<file path="src/design/wpm_pkg.sv">
`timescale 1ns / 1ps
// Shared types and constants of the wildcard pattern match unit.
// No dependencies; wpm_step, wpm_core and the top level refer to this package.
package wpm_pkg;

   localparam int MAX_PATTERN = 64;
   localparam int LEN_W = $clog2(MAX_PATTERN + 1);
   localparam int ADDR_W = (MAX_PATTERN > 1) ? $clog2(MAX_PATTERN) : 1;

   localparam logic [7:0] STAR_BYTE = 8'h2A;
   localparam logic [7:0] ANY_BYTE = 8'h3F;

   typedef enum logic [1:0] {
      REQ_CLEAR  = 2'd0,
      REQ_APPEND = 2'd1,
      REQ_TEXT   = 2'd2,
      REQ_FINISH = 2'd3
   } req_code_type;

   typedef enum logic [1:0] {
      ST_IDLE,
      ST_START,
      ST_WALK
   } seq_state_type;

   // One accepted request beat as handed to the core.
   typedef struct packed {
      logic         accept;
      req_code_type code;
      logic [7:0]   char_value;
   } cmd_type;

   // Core status seen by the top level.
   typedef struct packed {
      logic idle;
      logic match;
      logic overflow;
   } status_type;

endpackage

</file>
<file path="src/design/wpm_if.sv">
`timescale 1ns / 1ps
// Valid/ready channel interfaces for the request and response sides.
// Depends on nothing; payload widths are fixed by the field definitions.
interface wpm_req_if;
   logic       valid;
   logic       ready;
   logic [1:0] req_type;
   logic [7:0] char_value;

   modport source (output valid, output req_type, output char_value, input ready);
   modport sink (input valid, input req_type, input char_value, output ready);
endinterface

interface wpm_rsp_if;
   logic valid;
   logic ready;
   logic match;
   logic pattern_overflow;

   modport source (output valid, output match, output pattern_overflow, input ready);
   modport sink (input valid, input match, input pattern_overflow, output ready);
endinterface

</file>
<file path="src/design/wpm_step.sv">
`timescale 1ns / 1ps
// Shared row-update unit: computes one bit of the new match row per cycle.
// Depends on wpm_pkg for the wildcard byte codes.
module wpm_step (
   input  logic       rebuild,
   input  logic [7:0] pat_byte,
   input  logic [7:0] text_byte,
   input  logic       carry,
   input  logic       old_k,
   input  logic       old_km1,
   output logic       new_bit
);

   logic is_star;
   logic hit;

   assign is_star = (pat_byte == wpm_pkg::STAR_BYTE);
   assign hit = (pat_byte == wpm_pkg::ANY_BYTE) || (pat_byte == text_byte);

   always_comb begin
      if (rebuild) begin
         // Empty text matches a prefix made only of stars.
         new_bit = carry & is_star;
      end else if (is_star) begin
         new_bit = carry | old_k;
      end else begin
         new_bit = hit & old_km1;
      end
   end

endmodule

</file>
<file path="src/design/wpm_core.sv">
`timescale 1ns / 1ps
// Pattern store, match row and the sequencer that walks the row through wpm_step.
// Depends on wpm_pkg and instantiates wpm_step.
module wpm_core (
   input  logic                 clock,
   input  logic                 reset,
   input  wpm_pkg::cmd_type     cmd,
   output wpm_pkg::status_type  status
);

   logic [7:0]                     pat_mem [wpm_pkg::MAX_PATTERN];
   logic [7:0]                     rd_data_ff;
   logic [wpm_pkg::ADDR_W-1:0]     rd_addr;

   logic [wpm_pkg::LEN_W-1:0]      len_ff;
   logic [wpm_pkg::LEN_W-1:0]      len_in;
   logic                           overflow_ff;
   logic                           overflow_in;
   logic [wpm_pkg::MAX_PATTERN:0]  row_ff;
   logic [wpm_pkg::LEN_W-1:0]      k_ff;
   logic [wpm_pkg::LEN_W-1:0]      k_in;
   logic                           carry_ff;
   logic                           prev_ff;
   logic                           rebuild_ff;
   logic                           rebuild_in;
   logic [7:0]                     text_ff;

   wpm_pkg::seq_state_type         state_ff;
   wpm_pkg::seq_state_type         state_in;

   logic                           start_en;
   logic                           walk_en;
   logic                           walk_last;
   logic                           new_bit;
   logic                           append_ok;

   assign append_ok = cmd.accept && (cmd.code == wpm_pkg::REQ_APPEND) &&
                      (len_ff < wpm_pkg::LEN_W'(wpm_pkg::MAX_PATTERN));
   assign walk_last = (k_ff == len_ff);

   // Next state.
   always_comb begin
      state_in = state_ff;
      unique case (state_ff)
         wpm_pkg::ST_IDLE: begin
            if (cmd.accept) begin
               state_in = wpm_pkg::ST_START;
            end
         end
         wpm_pkg::ST_START: begin
            state_in = (len_ff == '0) ? wpm_pkg::ST_IDLE : wpm_pkg::ST_WALK;
         end
         wpm_pkg::ST_WALK: begin
            if (walk_last) begin
               state_in = wpm_pkg::ST_IDLE;
            end
         end
         default: state_in = wpm_pkg::ST_IDLE;
      endcase
   end

   // Sequencer outputs.
   always_comb begin
      start_en = 1'b0;
      walk_en = 1'b0;
      rd_addr = '0;
      unique case (state_ff)
         wpm_pkg::ST_IDLE: begin
            rd_addr = '0;
         end
         wpm_pkg::ST_START: begin
            start_en = 1'b1;
            rd_addr = '0;
         end
         wpm_pkg::ST_WALK: begin
            walk_en = 1'b1;
            rd_addr = k_ff[wpm_pkg::ADDR_W-1:0];
         end
         default: begin
            rd_addr = '0;
         end
      endcase
   end

   always_comb begin
      len_in = len_ff;
      overflow_in = overflow_ff;
      rebuild_in = rebuild_ff;
      if (cmd.accept) begin
         rebuild_in = (cmd.code != wpm_pkg::REQ_TEXT);
         if (cmd.code == wpm_pkg::REQ_CLEAR) begin
            len_in = '0;
            overflow_in = 1'b0;
         end else if (append_ok) begin
            len_in = len_ff + 1'b1;
         end else if (cmd.code == wpm_pkg::REQ_APPEND) begin
            overflow_in = 1'b1;
         end
      end
   end

   always_comb begin
      k_in = k_ff;
      if (start_en) begin
         k_in = wpm_pkg::LEN_W'(1);
      end else if (walk_en && !walk_last) begin
         k_in = k_ff + 1'b1;
      end
   end

   wpm_step u_step (
      .rebuild   (rebuild_ff),
      .pat_byte  (rd_data_ff),
      .text_byte (text_ff),
      .carry     (carry_ff),
      .old_k     (row_ff[k_ff]),
      .old_km1   (prev_ff),
      .new_bit   (new_bit)
   );

   always_ff @(posedge clock) begin
      if (append_ok) begin
         pat_mem[len_ff[wpm_pkg::ADDR_W-1:0]] <= cmd.char_value;
      end
      rd_data_ff <= pat_mem[rd_addr];
   end

   always_ff @(posedge clock) begin
      if (reset) begin
         state_ff <= wpm_pkg::ST_IDLE;
         len_ff <= '0;
         overflow_ff <= 1'b0;
         row_ff <= {{wpm_pkg::MAX_PATTERN{1'b0}}, 1'b1};
         k_ff <= '0;
         rebuild_ff <= 1'b1;
      end else begin
         state_ff <= state_in;
         len_ff <= len_in;
         overflow_ff <= overflow_in;
         k_ff <= k_in;
         rebuild_ff <= rebuild_in;
         if (start_en) begin
            row_ff[0] <= rebuild_ff;
         end else if (walk_en) begin
            row_ff[k_ff] <= new_bit;
         end
      end
   end

   always_ff @(posedge clock) begin
      if (cmd.accept) begin
         text_ff <= cmd.char_value;
      end
      if (start_en) begin
         carry_ff <= rebuild_ff;
         prev_ff <= row_ff[0];
      end else if (walk_en) begin
         carry_ff <= new_bit;
         prev_ff <= row_ff[k_ff];
      end
   end

   assign status.idle = (state_ff == wpm_pkg::ST_IDLE);
   assign status.match = row_ff[len_ff];
   assign status.overflow = overflow_ff;

   a_walk_in_range: assert property (@(posedge clock) disable iff (reset)
      walk_en |-> (k_ff != '0) && (k_ff <= len_ff))
      else $error("walk position outside the stored pattern");

   a_len_bound: assert property (@(posedge clock) disable iff (reset)
      len_ff <= wpm_pkg::LEN_W'(wpm_pkg::MAX_PATTERN))
      else $error("pattern length beyond capacity");

   a_clear_resets: assert property (@(posedge clock) disable iff (reset)
      cmd.accept && (cmd.code == wpm_pkg::REQ_CLEAR) |=> (len_ff == '0) && !overflow_ff)
      else $error("clear did not reset length and overflow");

   a_busy_no_accept: assert property (@(posedge clock) disable iff (reset)
      !status.idle |-> !cmd.accept)
      else $error("beat accepted while the row walk is running");

endmodule

</file>
<file path="src/design/wildcard_pattern_match_unit.sv">
`timescale 1ns / 1ps
// Top level of the wildcard pattern match unit: channel handshakes and response register.
// Depends on wpm_pkg, the interfaces in wpm_if.sv, and instantiates wpm_core.

// The unit matches streamed text against a stored glob pattern in which '?' stands
// for any one byte and '*' for any run of bytes, including an empty run. A request
// beat either clears the pattern, appends one pattern byte, feeds one text byte, or
// finishes the text; only a finish beat yields a response beat, carrying the match
// verdict and a flag that says pattern bytes were dropped because the store of
// MAX_PATTERN bytes was full. No request beat is taken until the one before it has
// been worked off: a start state primes the single read port of the pattern memory,
// then the match row is walked one pattern position per cycle through a single
// shared update unit fed by that read port.
// A pattern beat that arrives in the middle of a text discards that text, and a
// finish beat also restarts matching for a fresh text against the same pattern.
// Every request beat is held off while an earlier response still waits to be taken.
module wildcard_pattern_match_unit (
   input  logic       clock,
   input  logic       reset,
   wpm_req_if.sink    req_chan,
   wpm_rsp_if.source  rsp_chan
);

   wpm_pkg::cmd_type    cmd;
   wpm_pkg::status_type status;

   logic req_ready;
   logic req_accept;
   logic finish_accept;

   logic rsp_valid_ff;
   logic rsp_valid_in;
   logic rsp_match_ff;
   logic rsp_overflow_ff;

   // The core must be idle, and the response register must be free or draining,
   // so a finish beat always has a place to put its verdict.
   assign req_ready = status.idle && (!rsp_valid_ff || rsp_chan.ready);
   assign req_accept = req_chan.valid && req_ready;
   assign finish_accept = req_accept &&
                          (wpm_pkg::req_code_type'(req_chan.req_type) == wpm_pkg::REQ_FINISH);

   assign req_chan.ready = req_ready;

   assign cmd.accept = req_accept;
   assign cmd.code = wpm_pkg::req_code_type'(req_chan.req_type);
   assign cmd.char_value = req_chan.char_value;

   wpm_core u_core (
      .clock  (clock),
      .reset  (reset),
      .cmd    (cmd),
      .status (status)
   );

   always_comb begin
      rsp_valid_in = rsp_valid_ff;
      if (finish_accept) begin
         rsp_valid_in = 1'b1;
      end else if (rsp_chan.ready) begin
         rsp_valid_in = 1'b0;
      end
   end

   always_ff @(posedge clock) begin
      if (reset) begin
         rsp_valid_ff <= 1'b0;
      end else begin
         rsp_valid_ff <= rsp_valid_in;
      end
   end

   // The verdict is sampled from the row as it stands before the finish beat
   // triggers the rebuild for the next text.
   always_ff @(posedge clock) begin
      if (finish_accept) begin
         rsp_match_ff <= status.match;
         rsp_overflow_ff <= status.overflow;
      end
   end

   assign rsp_chan.valid = rsp_valid_ff;
   assign rsp_chan.match = rsp_match_ff;
   assign rsp_chan.pattern_overflow = rsp_overflow_ff;

   a_finish_gives_rsp: assert property (@(posedge clock) disable iff (reset)
      finish_accept |=> rsp_valid_ff)
      else $error("finish beat produced no response beat");

   a_no_overwrite: assert property (@(posedge clock) disable iff (reset)
      finish_accept |-> !rsp_valid_ff || rsp_chan.ready)
      else $error("pending response overwritten");

   a_only_finish_responds: assert property (@(posedge clock) disable iff (reset)
      $rose(rsp_valid_ff) |-> $past(finish_accept))
      else $error("response beat without a finish beat");

endmodule
</file>
<file path="src/flat_wrapper.sv">
// flat-port wrapper written by rule: the top's interface ports become plain ports
module wildcard_pattern_match_unit_flat 
  (clock, reset, req_chan_valid, req_chan_req_type, req_chan_char_value, req_chan_ready, rsp_chan_valid, rsp_chan_match, rsp_chan_pattern_overflow, rsp_chan_ready);
  wpm_req_if req_chan_i ();
  wpm_rsp_if rsp_chan_i ();
  input  logic clock;
  input  logic reset;
  input wire logic [$bits(req_chan_i.valid)-1:0] req_chan_valid;
  input wire logic [$bits(req_chan_i.req_type)-1:0] req_chan_req_type;
  input wire logic [$bits(req_chan_i.char_value)-1:0] req_chan_char_value;
  output wire logic [$bits(req_chan_i.ready)-1:0] req_chan_ready;
  output wire logic [$bits(rsp_chan_i.valid)-1:0] rsp_chan_valid;
  output wire logic [$bits(rsp_chan_i.match)-1:0] rsp_chan_match;
  output wire logic [$bits(rsp_chan_i.pattern_overflow)-1:0] rsp_chan_pattern_overflow;
  input wire logic [$bits(rsp_chan_i.ready)-1:0] rsp_chan_ready;
  assign req_chan_i.valid = req_chan_valid;
  assign req_chan_i.req_type = req_chan_req_type;
  assign req_chan_i.char_value = req_chan_char_value;
  assign req_chan_ready = req_chan_i.ready;
  assign rsp_chan_valid = rsp_chan_i.valid;
  assign rsp_chan_match = rsp_chan_i.match;
  assign rsp_chan_pattern_overflow = rsp_chan_i.pattern_overflow;
  assign rsp_chan_i.ready = rsp_chan_ready;
  wildcard_pattern_match_unit u_core (.clock(clock), .reset(reset), .req_chan(req_chan_i), .rsp_chan(rsp_chan_i));
endmodule
</file>
<file path="config.mk">
export PLATFORM = sky130hd
export DESIGN_NAME = wildcard_pattern_match_unit_flat
export DESIGN_NICKNAME = d
export VERILOG_FILES = /design/src/design/wpm_pkg.sv /design/src/design/wpm_if.sv /design/src/design/wpm_step.sv /design/src/design/wpm_core.sv /design/src/design/wildcard_pattern_match_unit.sv /design/src/flat_wrapper.sv
export SDC_FILE = /design/constraint.sdc
export NUM_CORES = 1
export LEC_CHECK = 0
export BUFFER_PORTS_ARGS = -buffer_cell sky130_fd_sc_hd__buf_2
export CORE_MARGIN = 2
export CORE_UTILIZATION = 40
export CTS_CLUSTER_SIZE = 40
export DETAILED_ROUTE_END_ITERATION = 8
export PLACE_DENSITY = 0.62
export SYNTH_ARGS = -nofsm -noshare
export SYNTH_HDL_FRONTEND = slang
export SYNTH_SLANG_ARGS = --single-unit
</file>
<file path="constraint.sdc">
create_clock -name clock -period 3.17 [get_ports clock]
set_input_delay 0.4755 -clock clock [delete_from_list [all_inputs] [get_ports clock]]
set_output_delay 0.4755 -clock clock [all_outputs]
set_load 0.01 [all_outputs]
</file>
Word level (Yosys, flattened, before mapping)
Memories as Yosys holds them, arrays and structs flattened. A register that Yosys moved wholly into a read port is not among the register bits.
Index checks and enable logic that the tools add are counted.
{"block": "op_classes", "n_reduce_logical": 24, "bitwise": 4, "div": 0, "mux": 33, "order_cmp": 4, "eq_ne": 12, "addsub": 2, "multipliers": 0, "n_shift": 0}
{"cell": "bitwise mux 65 bit", "count": 1}
{"cell": "two-way mux 1 bit", "count": 22}
{"cell": "equality test 8 x 6 -> 1 bit (second input constant)", "count": 2}
{"cell": "< comparator 7 x 8 -> 1 bit (second input constant)", "count": 2}
{"cell": "adder 7 x 1 -> 7 bit (second input constant)", "count": 2}
{"cell": "binary-select mux 1 bit (select 7 bit)", "count": 2}
{"cell": "two-way mux 7 bit", "count": 2}
{"cell": "nonzero test 2 bit", "count": 5}
{"cell": "equality test 8 bit", "count": 1}
{"cell": "demux 1 bit (select 7 bit)", "count": 1}
{"cell": "equality test 7 bit", "count": 1}
{"cell": ">= comparator 7 x 1 -> 1 bit (second input constant)", "count": 1}
{"cell": "logical AND 1 bit", "count": 7}
{"cell": "zero test 7 bit", "count": 1}
{"cell": "< comparator 7 bit (second input constant)", "count": 1}
{"cell": "two-way mux 2 bit", "count": 3}
{"cell": "two-way mux 6 bit", "count": 1}
{"cell": "one-hot mux 2 bit (3 select lines)", "count": 1}
{"cell": "AND reduction 2 bit", "count": 3}
{"cell": "equality test 2 x 1 -> 1 bit (second input constant)", "count": 2}
{"cell": "equality test 2 bit (second input constant)", "count": 2}
{"cell": "zero test 2 bit", "count": 2}
{"cell": "!= test 2 x 1 -> 1 bit (second input constant)", "count": 2}
{"cell": "!= test 2 bit (second input constant)", "count": 2}
{"cell": "other kinds (7)", "count": 10}
{"block": "word_totals", "inputBits": 14, "rom_bits": 0, "mem_count": 1, "word_cells": 94, "output_inout_bits": 4, "ff_bits": 96, "mem_bits_rw": 512, "latch_bits": 0}
{"memory": "u_core.u_core.pat_mem", "depth": 64, "word_bits": 8, "read_ports": 1, "rd_ports_with_merged_regs": 1, "wr": 1, "line_no": "wpm_core.sv:11", "text": "logic [7:0] pat_mem [wpm_pkg::MAX_PATTERN];"}

Logic depth before layout (Yosys ltp)
Gate-level depths: netlist of run 1.
{"block": "logic_depth", "depth_word": 8, "depth_mapped": 12, "mapped_depth_nobuf": 9}

Modules after synthesis
From an unflattened synthesis of run 1, not the netlist that was laid out.
{"block": "unflattened", "hier_cells": 1840, "hier_area_um2": 26474.1}
{"mod": "wpm_core", "cells_per_inst": 1810, "instances": 1, "seq_area_each_um2": 17496.8, "area_each_um2": 26196.4}
{"mod": "wpm_step", "cells_per_inst": 21, "instances": 1, "seq_area_each_um2": 0.0, "area_each_um2": 152.6}
{"mod": "wildcard_pattern_match_unit", "cells_per_inst": 9, "instances": 1, "seq_area_each_um2": 80.1, "area_each_um2": 125.1}

Least setup slack after synthesis of run 1
OpenSTA, ideal clock, no wires.
{"block": "synth_timing", "path_type": "input -> register", "start": "in rsp_chan_ready", "end": "mem u_core.u_core.pat_mem[59][0] (enable)", "setup_ns": 0.371, "arrival_ns": 2.437, "slack_ns": 0.362, "t_required_ns": 2.799, "path_stages": 6, "cell_sequence": "nand2b_1 nand3_1 nor4b_1 nor2b_1 nand3_1 nor2_1"}
{"block": "synth_via", "elab_chain_cells": 7}
{"element": "start, declared", "line_no": "flat_wrapper.sv:15", "text": "input wire logic [$bits(rsp_chan_i.ready)-1:0] rsp_chan_ready;"}
{"element": "logical OR 1 bit", "line_no": "wildcard_pattern_match_unit.sv:38", "text": "assign req_ready = status.idle && (!rsp_valid_ff || rsp_chan.ready);"}
{"element": "logical AND 1 bit", "line_no": "wildcard_pattern_match_unit.sv:38"}
{"element": "logical AND 1 bit", "line_no": "wildcard_pattern_match_unit.sv:39", "text": "assign req_accept = req_chan.valid && req_ready;"}
{"element": "logical AND 1 bit (2 in series)", "line_no": "wpm_core.sv:37", "text": "assign append_ok = cmd.accept && (cmd.code == wpm_pkg::REQ_APPEND) &&"}
{"element": "two-way mux 1 bit", "line_no": "wpm_core.sv:122", "text": "if (append_ok) begin"}
{"element": "two-way mux 1 bit (not written as such)", "line_no": "wpm_core.sv:123", "text": "pat_mem[len_ff[wpm_pkg::ADDR_W-1:0]] <= cmd.char_value;"}
{"element": "end, declared", "line_no": "wpm_core.sv:11"}
No other way between the ends.

Worst setup path in the final report of run 1
{"block": "layout_timing", "start": "reg u_core.u_core.state_ff[0]", "end": "reg u_core.u_core.rd_data_ff[0] (read register of u_core.u_core.pat_mem)"}
{"block": "layout_via", "elab_chain_cells": 2}
{"element": "start, declared", "line_no": "wpm_core.sv:28", "text": "wpm_pkg::seq_state_type state_ff;"}
{"element": "start signal, assigned", "line_no": "wpm_core.sv:130", "text": "state_ff <= wpm_pkg::ST_IDLE;"}
{"element": "start signal, assigned", "line_no": "wpm_core.sv:137", "text": "state_ff <= state_in;"}
{"element": "equality test 2 bit", "line_no": "wpm_core.sv:67", "text": "unique case (state_ff)"}
{"element": "two-way mux 6 bit", "line_no": "wpm_core.sv:67"}
{"element": "end, declared", "line_no": "wpm_core.sv:12", "text": "logic [7:0] rd_data_ff;"}
No other way between the ends.
A chain may end at the register's enable or synchronous reset.

==> results of run 1 <==
cell families (layout without fill, tap and decap cells):
group	count (synthesis)	after routing
and+or+nand+nor	420	420
xor gates and xnor gates	24	24
adders and majority gates	7	7
AOI/OAI and AO/OA	364	364
DFF	616	616
muxes	164	164
buffers and inverters	127	294
synthesized netlist by cell type (all sizes together) (8+ instances only):
cell,n
edfxtp,524
nor2,185
nand2,167
o21ai,117
dfxtp,92
mux4,83
mux2i,73
clkbuf,70
o221ai,65
a21oi,60
o211ai,58
buf,42
nand3,22
a211oi,19
xnor2,15
inv,14
nand4,9
o21a,9
xor2,9
mux2,8
nor2b,8
metrics by stage:
stage | power (W) | utilization (%)
after floorplan | 0.00926 | -
after global placement | 0.00951 | 43.5
after detailed placement | 0.00953 | 43.5
after CTS | 0.0168 | 46.7
after global routing | 0.0172 | 46.7
final | 0.0167 | 46.7
routing by layer:
| layer | global-route usage (%) | vias to the layer above | routed length [um] |
|---|---|---|---|
| met4 | 5.56 | 0 | 1580 |
| met2 | 32.1 | 517 | 30100 |
| met5 | 0 | - | 0 |
| met3 | 2.93 | 103 | 3350 |
| li1 | - | 6910 | - |
| met1 | 26.1 | 7690 | 26800 |
path summary, 6_finish.rpt:
check | endpoint | cells after the start
min | u_core.u_core.pat_mem[37][5]$_DFFE_PP_ | 1
max reg2reg | u_core.u_core.rd_data_ff[0]$_DFF_P_ | 11
max | u_core.u_core.rd_data_ff[0]$_DFF_P_ | 11
min reg2reg | u_core.rsp_chan.pattern_overflow$_DFFE_PP_ | 0
sequential cells by signal (all words and copies together) (netlist names):
name,count
u_core.u_core.overflow_ff,1
u_core.u_core.row_ff,65
u_core.u_core.state_ff,2
u_core.u_core.k_ff,7
u_core.rsp_chan.pattern_overflow,1
u_core.u_core.prev_ff,1
u_core.u_core.pat_mem,512
u_core.u_core.carry_ff,1
u_core.u_core.len_ff,7
u_core.u_core.rebuild_ff,1
u_core.u_core.text_ff,8
u_core.rsp_chan.valid,1
u_core.rsp_chan.match,1
u_core.u_core.rd_data_ff,8
power groups by stage:
stage          combinational (W)  clock [W]  sequential, W
6_report                0.000527    0.00735        0.00882
3_5_place_dp            0.000527          0        0.00900
4_1_cts                 0.000529    0.00746        0.00882
3_3_place_gp            0.000515          0        0.00900
2_1_floorplan           0.000268          0        0.00899
5_1_grt                 0.000565    0.00778        0.00882
placed cells by master, fill, tap and decap left out, drive strengths merged, types with 15 or more instances in the layout:
master / n
nand2: 167
o211ai: 58
clkinv: 27
clkbuf: 68
xnor2: 15
inv: 16
mux4: 83
buf: 165
nand3: 22
a211oi: 19
o221ai: 65
edfxtp: 524
a21oi: 60
o21ai: 117
mux2i: 73
dfxtp: 92
nor2: 185
area by class of cell:
class,count,share of cell area (%)
well taps,846,3.61
clock inverters,46,1.61
flip-flops and latches,616,60.0
inverters,15,0.192
clock buffers,68,5.37
repair buffers,165,4.76
multi-input cells,979,24.5
critical path: cells and delay by family, from the launching register on:
| family | cells | cell delay [ps] |
|---|---|---|
| AOI/OAI and AO/OA | 4 | 710 |
| buffers and inverters | 3 | 520 |
| muxes | 1 | 510 |
| and+or+nand+nor | 2 | 410 |
| DFF | 1 | 350 |
| adders and majority gates | 1 | 310 |
==> impl_metrics.py, run 1 <==
metrics = {
    "critical_path": {
        "critPathSlowestCell": "mux4_2",
        "critPathLaunch": "u_core.u_core.state_ff[0]$_SDFFE_PP0P_",
        "arrival_ps": 3470,
        "crit_fanout": 14,
        "crit_required_ps": 3680,
        "r2r_slack_ps": 210,
        "cpPeakStageDelay_ps": 510,
        "worst-setup-path-type": "reg2reg",
        "start_kind": "flip-flop",
        "cp-end-kind": "flip-flop",
        "crit_chain": "inv_1 -> ha_1 -> nand2_4 -> buf_12 -> buf_12 -> mux4_2 -> nand2_1 -> o21ai_0 -> o21ai_0 -> o211ai_1 -> o21a_1",
        "reg2reg_from": "u_core.u_core.state_ff[0]$_SDFFE_PP0P_",
    },
    "clocking": {
        "post_cts_resized": 0,
        "cts-root-buf": "clkbuf_16",
        "clk_latency_ps": 620,
        "postCtsHoldBufs": 0,
        "clkSinkCount": 616,
        "postCtsSetupBuffers": 0,
        "cts_buffers": 60,
        "htreeDepth": 2,
        "clk_pin_slew_ps": 70,
        "cts_tree": "done",
        "clockBufferDepth": 3,
    },
    "synth": {
        "synth-seq-cells": 616,
        "synth.avg_cell_area_sq_um": 14.7,
        "synthTopCellsByArea": "edfxtp_1, mux4_2, dfxtp_1, mux2i_1, nor2_1",
        "synth_compound_area_share_pct": 9.54,
        "async_reset_ff_share_pct": 0,
        "synth_xor_area_share_pct": 0.832,
        "synth_top_area_share_pct": 62.3,
        "muxShareOfSynthArea_pct": 10.7,
        "synth_flop_cell": "edfxtp_1",
        "syn_inst": 1722,
        "synth_edf_count": 524,
        "synth_top_family_by_area": "multiplexers",
        "yosysUniqueCellTypes": 61,
        "synth_top_area_cell": "edfxtp_1",
        "yosys.area_share.simple_pct": 6.89,
        "ys_warn_count": 0,
        "synth_nets": 1743,
        "yosysSeqAreaShare_pct": 69.6,
        "synth_fa_ha_area_share_pct": 0.347,
        "synth_area_sq_mm": 0.0253,
    },
    "final_layout": {
        "seq_area_sq_mm": 0.0176,
        "fin_area_sq_mm": 0.0293,
        "area_growth_pct": 16.1,
        "multi_input_area_sq_mm": 0.00717,
        "finalNonFillerCells": 2735,
        "nNetsFinal": 1858,
        "diodes": 0,
        "fillers": 5318,
        "drive_gt1_share_pct": 19.2,
    },
    "run_status": {
        "status": "complete, no violations",
    },
    "detailed_routing": {
        "wl_per_cell_um": 22.6,
        "first_pass_iters": 5,
        "drtAntennaViolNets": 0,
        "num_vias": 15200,
        "totalWireLength_um": 61900,
        "drc": 0,
        "drt-initial-drc-count": 1409,
        "drt-vias-per-instance": 5.56,
    },
    "timing": {
        "period_share_pct": 93.3,
        "slew_violations": 0,
        "hold_slack_ps": 130,
        "rsz0062_at_grt": "false",
        "setup-tns-final_ps": 0,
        "timing.fmax_mhz": 338,
        "setup_slack_ps": 211,
        "fin_skew_ps": 29.0,
        "worst_pin_slew_ps": 885,
        "period_minus_slack_ps": 2960,
        "slew_headroom_pct": 40.5,
        "hold_viol": 0,
        "setup_viol": 0,
    },
    "hold_path": {
        "worstHoldStart": "req_chan_char_value[5]",
        "min_path_type": "in2reg",
    },
    "grt": {
        "grtUsageTotal_pct": 19.2,
        "grt_overflow": 0,
        "grt_max_degree": 66,
        "grt_antenna_before_repair": 0,
        "grt_pass1_vias": 15100,
        "grt_pass1_wl_um": 93900,
    },
    "placement": {
        "port_buffers": 17,
        "gp_congestion": 0.899,
        "dp.cells": 2621,
        "dpl_cell_area_sq_mm": 0.0273,
        "dpl.hpwl_um": 38900,
        "dp_slack_ps": 226,
    },
    "power": {
        "irDropWorstVdd_uv": 498,
        "power_frac_comb_pct": 3.2,
        "pwr-share-clk_pct": 44.0,
        "powerDensity_mw_per_mm2": 570,
        "power.switching_w": 0.00342,
        "sw_frac_of_total_pct": 20.5,
        "p_int_w": 0.0133,
        "p_seq_share_pct": 52.8,
        "p_leak_nw": 9.52,
    },
    "die": {
        "die_h_um": 255,
        "rows": 92,
        "die_x_um": 255,
        "boundaryPins": 18,
        "start_util_pct": 40.3,
        "die_area_sq_mm": 0.0652,
        "core_area_sq_mm": 0.0627,
    },
    "job": {
        "max_cap_violations": 0,
    },
}
No activity file was read; power rests on OpenSTA's default activity.
==> inputs of run 2 (changes only) <==
--- a/config.mk
+++ b/config.mk
@@ -7,10 +7,10 @@
 export LEC_CHECK = 0
 export BUFFER_PORTS_ARGS = -buffer_cell sky130_fd_sc_hd__buf_2
 export CORE_MARGIN = 2
-export CORE_UTILIZATION = 40
+export CORE_UTILIZATION = 45
 export CTS_CLUSTER_SIZE = 40
 export DETAILED_ROUTE_END_ITERATION = 8
-export PLACE_DENSITY = 0.62
+export PLACE_DENSITY = 0.67
 export SYNTH_ARGS = -nofsm -noshare
 export SYNTH_HDL_FRONTEND = slang
 export SYNTH_SLANG_ARGS = --single-unit
==> run 2 against run 1 <==
Against the previous run: global-route usage increased by 2.3 points; utilization rose by 5.5 points; register-to-register slack better by 30 ps; sequential power about the same; clock power shrank 2.9%; design area fell by 1.4%; cell count decreased by 4.4%; setup slack better by 27 ps; combinational power fell by 2%; highest routed layer unchanged.
==> impl_metrics.py, run 2 (same netlist as run 1, synthesis figures left out) <==
metrics = {
    "job": {
        "max_cap_violations": 0,
    },
    "final_layout": {
        "fillers": 4505,
        "multi_input_area_sq_mm": 0.00717,
        "largest_register_ff_count": 512,
        "seq_area_sq_mm": 0.0176,
        "layout_common_cells": "edfxtp_1, nor2_1, nand2_1",
        "nNetsFinal": 1837,
        "final_common_cell": "edfxtp_1",
        "diodes": 0,
        "drive_gt1_share_pct": 18.1,
        "area_growth_pct": 14.4,
    },
    "timing": {
        "timing.fmax_mhz": 341,
        "hold_viol": 0,
        "rsz0062_at_grt": "false",
        "setup-tns-final_ps": 0,
        "period_share_pct": 92.5,
        "fin_skew_ps": 20.6,
        "slew_violations": 0,
        "worst_pin_slew_ps": 928,
        "period_minus_slack_ps": 2930,
        "slew_headroom_pct": 38.1,
        "setup_viol": 0,
    },
    "die": {
        "die_area_sq_mm": 0.0580,
        "die_h_um": 241,
        "core_area_sq_mm": 0.0553,
        "rows": 86,
        "boundaryPins": 18,
        "die_x_um": 241,
        "start_util_pct": 45.7,
    },
    "detailed_routing": {
        "drtAntennaViolNets": 0,
        "totalWireLength_um": 61100,
        "drt-initial-drc-count": 1644,
        "num_vias": 15300,
        "wl_per_cell_um": 23.4,
        "first_pass_iters": 5,
        "drt-vias-per-instance": 5.83,
        "drc": 0,
    },
    "grt": {
        "grt_overflow": 0,
        "grt_pass1_vias": 15200,
        "grt_pass1_wl_um": 92900,
        "grt_max_degree": 66,
        "grt_antenna_before_repair": 0,
        "grtUsageTotal_pct": 21.4,
    },
    "critical_path": {
        "reg2reg_to": "u_core.u_core.row_ff[52]$_SDFFE_PP0P_",
        "worst-setup-path-type": "reg2reg",
        "crit_fanout": 65,
        "crit_required_ps": 3700,
        "cp-end-kind": "flip-flop",
        "start_kind": "flip-flop",
        "r2r_slack_ps": 240,
        "arrival_ps": 3460,
        "reg2reg_from": "u_core.u_core.k_ff[0]$_SDFFE_PP0P_",
        "r2r_cells": 9,
    },
    "hold_path": {
        "whs_endpoint": "u_core.rsp_chan.valid$_SDFFE_PP0P_",
        "hold_path_depth": 3,
        "min_path_type": "in2reg",
        "worstHoldStart": "rsp_chan_ready",
    },
    "clocking": {
        "clk_pin_slew_ps": 60,
        "clk_latency_ps": 630,
        "cts_buffers": 59,
        "cts-root-buf": "clkbuf_16",
        "clkSinkCount": 616,
        "clockBufferDepth": 3,
        "cts_tree": "done",
        "postCtsHoldBufs": 0,
        "postCtsSetupBuffers": 0,
        "htreeDepth": 2,
        "post_cts_resized": 0,
    },
    "placement": {
        "gp_congestion": 0.913,
        "port_buffers": 17,
        "dpl.hpwl_um": 38600,
    },
    "power": {
        "powerDensity_mw_per_mm2": 571,
        "finalPower_w": 0.0165,
        "irDropWorstVdd_uv": 426,
        "p_leak_nw": 9.39,
    },
    "run_status": {
        "status": "complete, no violations",
    },
}
==> run 2: changes by cell type in the layout (fill, tap and decap cells not counted), sizes merged <==
cell      before  now
bufinv         9    8
clkinvlp       9    2
buf          165  145
clkinv        27   25
clkbuf        68   75
==> run 2: layer usage <==
layer  global-route usage [%]  part of all wire [%]  vias up
met3                     4.21                   7.3      140
li1                         -                     -     6882
met1                     29.4                    42     7636
met4                     8.34                   3.8        0
met2                     34.0                    47      592
met5                        0                     0        -
==> run 2: metrics by stage <==
stage                     instances  worst slack, ps  utilization (%)  hold slack [ps]  area (sq um)
after floorplan                1722              362                -              409         25300
after detailed placement       2503              216             48.7              506         26900
final                          2614              238             52.2              202         28900
after global routing           2614             25.1             52.2              238         28900
after CTS                      2614              256             52.2              190         28900
after global placement         2503              289             48.7              488         26900
==> run 2: worst max-delay path, stage by stage, from the launching register on <==
cell      delay [ps]
dfxtp_4          500
buf_4            200
buf_4            430
mux2i_1          170
a221oi_1         310
a21oi_1          120
a31oi_1          390
a31oi_4          170
buf_12           210
a211oi_1         300
==> run 2: worst max-delay path by stage <==
stage / slack, ps / from / cells after the start / endpoint
after floorplan: 360 / rsp_chan_ready / 6 / u_core.u_core.pat_mem[59][0]$_DFFE_PP_
after global placement: 290 / rsp_chan_ready / 9 / u_core.u_core.pat_mem[16][6]$_DFFE_PP_
after detailed placement: 220 / rsp_chan_ready / 9 / u_core.u_core.pat_mem[0][4]$_DFFE_PP_
after CTS: 260 / u_core.u_core.k_ff[0]$_SDFFE_PP0P_ / 9 / u_core.u_core.row_ff[52]$_SDFFE_PP0P_
after global routing: 30 / u_core.u_core.k_ff[0]$_SDFFE_PP0P_ / 9 / u_core.u_core.row_ff[52]$_SDFFE_PP0P_
final: 240 / u_core.u_core.k_ff[0]$_SDFFE_PP0P_ / 9 / u_core.u_core.row_ff[52]$_SDFFE_PP0P_
==> run 2: area by class of cell <==
type                    instances  area share [%]
clock buffers                  75            5.39
inverters                      15           0.195
multi-input cells             979            24.8
clock inverters                36            1.39
flip-flops and latches        616            60.9
repair buffers                145            4.10
well taps                     748            3.24
==> run 2: report_power, final <==
part	internal, W	total, W	switching, W
combinational	0.000169	0.000518	0.000349
clock	0.00413	0.00714	0.00301
sequential	0.00880	0.00883	0.0000240
total	0.0131	0.0165	0.00338
